File: src/rtl/bpa_pkg.sv
// shared types, codes and defaults of the bounded positional array
package bpa_pkg;

  localparam int DEPTH_DEF      = 64;
  localparam int DATA_WIDTH_DEF = 32;
  localparam int CAP_W          = 7;
  localparam logic [CAP_W-1:0] CAP_RESET = 7'd64;

  typedef enum logic [3:0] {
    REQ_PUSH_BACK  = 4'd0,
    REQ_PUSH_FRONT = 4'd1,
    REQ_POP_BACK   = 4'd2,
    REQ_POP_FRONT  = 4'd3,
    REQ_INSERT     = 4'd4,
    REQ_REMOVE     = 4'd5,
    REQ_ASSIGN     = 4'd6,
    REQ_READ       = 4'd7,
    REQ_CLEAR      = 4'd8
  } req_e;

  typedef enum logic [1:0] {
    ST_OK    = 2'd0,
    ST_FULL  = 2'd1,
    ST_EMPTY = 2'd2,
    ST_RANGE = 2'd3
  } status_e;

  typedef struct packed {
    logic [3:0]  req_type;
    logic [5:0]  position;
    logic [31:0] element_value;
  } req_t;

  typedef struct packed {
    logic [1:0]  status;
    logic [31:0] read_value;
    logic [6:0]  element_count;
  } rsp_t;

  // per-cycle move broadcast to every cell
  typedef struct packed {
    logic up;
    logic dn;
    logic wr;
  } cell_op_t;

endpackage

File: src/rtl/bpa_cell.sv
// one storage slot of the array with neighbor shift and read select
module bpa_cell #(
  parameter int DATA_WIDTH = bpa_pkg::DATA_WIDTH_DEF,
  parameter int IDX_W      = 6,
  parameter int INDEX      = 0
) (
  input  logic                  clk_i,
  input  bpa_pkg::cell_op_t     op_i,
  input  logic [IDX_W-1:0]      lo_i,
  input  logic [DATA_WIDTH-1:0] val_i,
  input  logic [DATA_WIDTH-1:0] left_i,
  input  logic [DATA_WIDTH-1:0] right_i,
  input  logic [IDX_W-1:0]      sel_i,
  output logic [DATA_WIDTH-1:0] data_o,
  output logic [DATA_WIDTH-1:0] rd_o
);
  import bpa_pkg::*;

  localparam logic [IDX_W-1:0] MY_IDX = IDX_W'(INDEX);

  logic [DATA_WIDTH-1:0] data_d, data_q;

  always_comb begin
    data_d = data_q;
    if (op_i.up) begin
      if (MY_IDX > lo_i) data_d = left_i;
      else if (MY_IDX == lo_i) data_d = val_i;
    end else if (op_i.dn) begin
      if (MY_IDX >= lo_i) data_d = right_i;
    end else if (op_i.wr && (MY_IDX == lo_i)) begin
      data_d = val_i;
    end
  end

  always_ff @(posedge clk_i) begin
    data_q <= data_d;
  end

  assign data_o = data_q;
  assign rd_o   = (sel_i == MY_IDX) ? data_q : '0;

endmodule

File: config.mk
export PLATFORM = sky130hd
export DESIGN_NAME = bpa_cell
export DESIGN_NICKNAME = d
export VERILOG_FILES = /design/src/rtl/bpa_pkg.sv /design/src/rtl/bpa_cell.sv
export SDC_FILE = /design/constraint.sdc
export NUM_CORES = 1
export LEC_CHECK = 0
export BUFFER_PORTS_ARGS = -buffer_cell sky130_fd_sc_hd__buf_2
export CAP_MARGIN = 30
export CORE_ASPECT_RATIO = 1.4
export CORE_MARGIN = 8
export CORE_UTILIZATION = 39
export CTS_BUF_LIST = sky130_fd_sc_hd__clkbuf_4 sky130_fd_sc_hd__clkbuf_8
export CTS_CLUSTER_DIAMETER = 100
export CTS_CLUSTER_SIZE = 25
export DETAILED_ROUTE_END_ITERATION = 12
export HOLD_SLACK_MARGIN = 0.15
export PLACE_DENSITY = 0.84
export SLEW_MARGIN = 0
export SYNTH_ARGS = -nofsm -noshare
export SYNTH_HDL_FRONTEND = slang
export SYNTH_SLANG_ARGS = --single-unit
File: constraint.sdc
create_clock -name clk_i -period 6 [get_ports clk_i]
set_input_delay 1.2 -clock clk_i [delete_from_list [all_inputs] [get_ports clk_i]]
set_output_delay 1.2 -clock clk_i [all_outputs]
set_load 0.01 [all_outputs]
==> impl_metrics.tcl <==
set metrics [dict create \
    clock_sinks 32 \
    clock_path_buffers 2 \
    hold_start "val_i[26]" \
    synth_edf_count 32 \
    irDropWorstVdd_v 0.0001596 \
    io_pins 176 \
    critPathMostFrequentCell "buf_2" \
    nets 364 \
    grt_max_degree 33 \
    root_buffer "clkbuf_8" \
    min_period_ps 3839 \
    p_leak_nw 1.157 \
    cp_max_fo 32 \
    path_class "in -> out" \
    grt_usage 0.1611 \
    post-route-drc-count 0 \
    synth_warnings 0 \
    finalCritPeriodShare 0.6398 \
    ys_ff_latch 32 \
    synthTopCellsByArea "edfxtp_1 50%, nor4b_2 23%, mux2_1 19%" \
    die_x_um 75.58 \
    wire_per_inst_um 18.66 \
    path_cells "buf_2 > or4_4 > nor4b_2 > buf_2" \
    place_ws_ps 2141 \
    outcome "finished clean" \
    cts_inserted_buffers 5 \
    post_cts.repair.setup_buffers 0 \
    clk_pin_slew_ps 70 \
    timing.final.ws_setup_ps 2161 \
    powerDensity_mw_per_mm2 189.0 \
    grt_pass1_wl_um 9114 \
    rsz0062_at_grt "no" \
    worst_ep_arrival_time_ps 2640 \
    worstPathRequired_ps 4800 \
    crit_path_top_delay_cell "or4_4" \
    endpoint_kind "output pin" \
    ys_seq_area_frac 0.4958 \
    overflow 0 \
    syn_area_sq_mm 0.001938 \
    portBuffers 143 \
    cp-startpoint "sel_i[1]" \
    finalSetupViolCount 0 \
    die_height_um 99.41 \
    n_fill_cell 459 \
    ctsResizeCount 0 \
    n_antenna_cell 0 \
    synth_common_cells "32 x edfxtp_1, 32 x mux2_1, 30 x nor4b_2" \
    die_area_sq_mm 0.007513 \
    drv_slew 0 \
    drt_wl_total_um 5916 \
    max_stage_delay_ps 800 \
    gp_congestion 0.7214 \
    synth_cells 115 \
    avgSynthCellArea_sq_um 16.85 \
    maxSlewHeadroom 0.3806 \
    vias 1607 \
    start_kind "primary input" \
    p_total_mw 0.5195 \
    drv_cap 0 \
    placed_cell_area_sq_mm 0.002643 \
    syn_nets 227 \
    synth.top_cell.area_share 0.4958 \
    synth_cell_types 14 \
    synth_ff_type "edfxtp_1" \
    cts_tree "done" \
    worst_slew_pin_slew_ps 929.2 \
    hold_buffers 0 \
    drtAntennaViolNets 0 \
    area_growth_pct 41.83 \
    async_flop_share 0 \
    coreArea_sq_mm 0.004805 \
    synth_top_cell_by_area "edfxtp_1" \
    num_rows 30 \
    post_drt_via_cell_ratio 5.069 \
    drt-pass1-iter-count 4 \
    cts.htree.levels 2 \
    antenna_found_initial 0 \
    largest_reg_flops 32 \
    fmax_mhz 260.5 \
    hp-class "in -> reg" \
    hold_viol 0 \
    start_util 0.4034 \
    drive_gt1_frac 0.7233 \
    fin_area_sq_mm 0.002749 \
    dp_hpwl_um 4519 \
    grt_pass1_vias 1853 \
    first_iter_violations 65 \
    setup_tns_ps 0 \
]
==> metal layers <==
| layer | routed length, um | track usage |
|---|---|---|
| met5 | 0 | 0 |
| met4 | 90 | 0.06241 |
| met3 | 757 | 0.08258 |
| met2 | 3088 | 0.2782 |
| met1 | 1980 | 0.1546 |
==> final timing paths <==
check	endpoint	cells after the start	slack [ps]
min	data_o[26]	2	1200
max	rd_o[22]	4	2160
==> critical path: cells and delay by family <==
kind,cells,cell delay (ps)
simple gates,2,1150
buf+inv,2,290
==> per-stage QoR <==
step	instances	hold slack, ps	util
2_1_floorplan	115	1401	-
3_3_place_gp	309	1480	0.5500
3_5_place_dp	309	1487	0.5500
4_1_cts	317	1190	0.5721
5_1_grt	317	1189	0.5721
6_report	317	1196	0.5721
==> report_power, final <==
| part | total, mW | switching, mW | internal (mW) |
|---|---|---|---|
| clock network | 0.202 | 0.0811 | 0.121 |
| logic | 0.0664 | 0.0328 | 0.0336 |
| registers | 0.251 | 0.000916 | 0.250 |
| total | 0.520 | 0.115 | 0.405 |
==> cell usage in the layout (no fill, tap or decap), drive strengths merged <==
master / n
edfxtp: 32
bufinv: 1
nor4b: 32
clkinv: 2
or4: 2
nor2b: 1
clkbuf: 5
nor4: 1
mux2: 32
buf: 144
nor3: 1
==> layout make-up <==
cell class,instances,area [sq um],share of cell area
flip-flops and latches,32,960.9,0.3496
repair buffers,144,723.2,0.2631
clock buffers,5,68.82,0.02503
well taps,64,80.08,0.02913
multi-input cells,69,878.3,0.3195
clock inverters,3,37.54,0.01365
==> kinds of logic after synthesis <==
group	share of synthesized area
and+or+nand+nor	0.2602
buffers and inverters	0.05810
muxes	0.1859
DFF	0.4958
No activity file was read; power rests on OpenSTA's default activity.
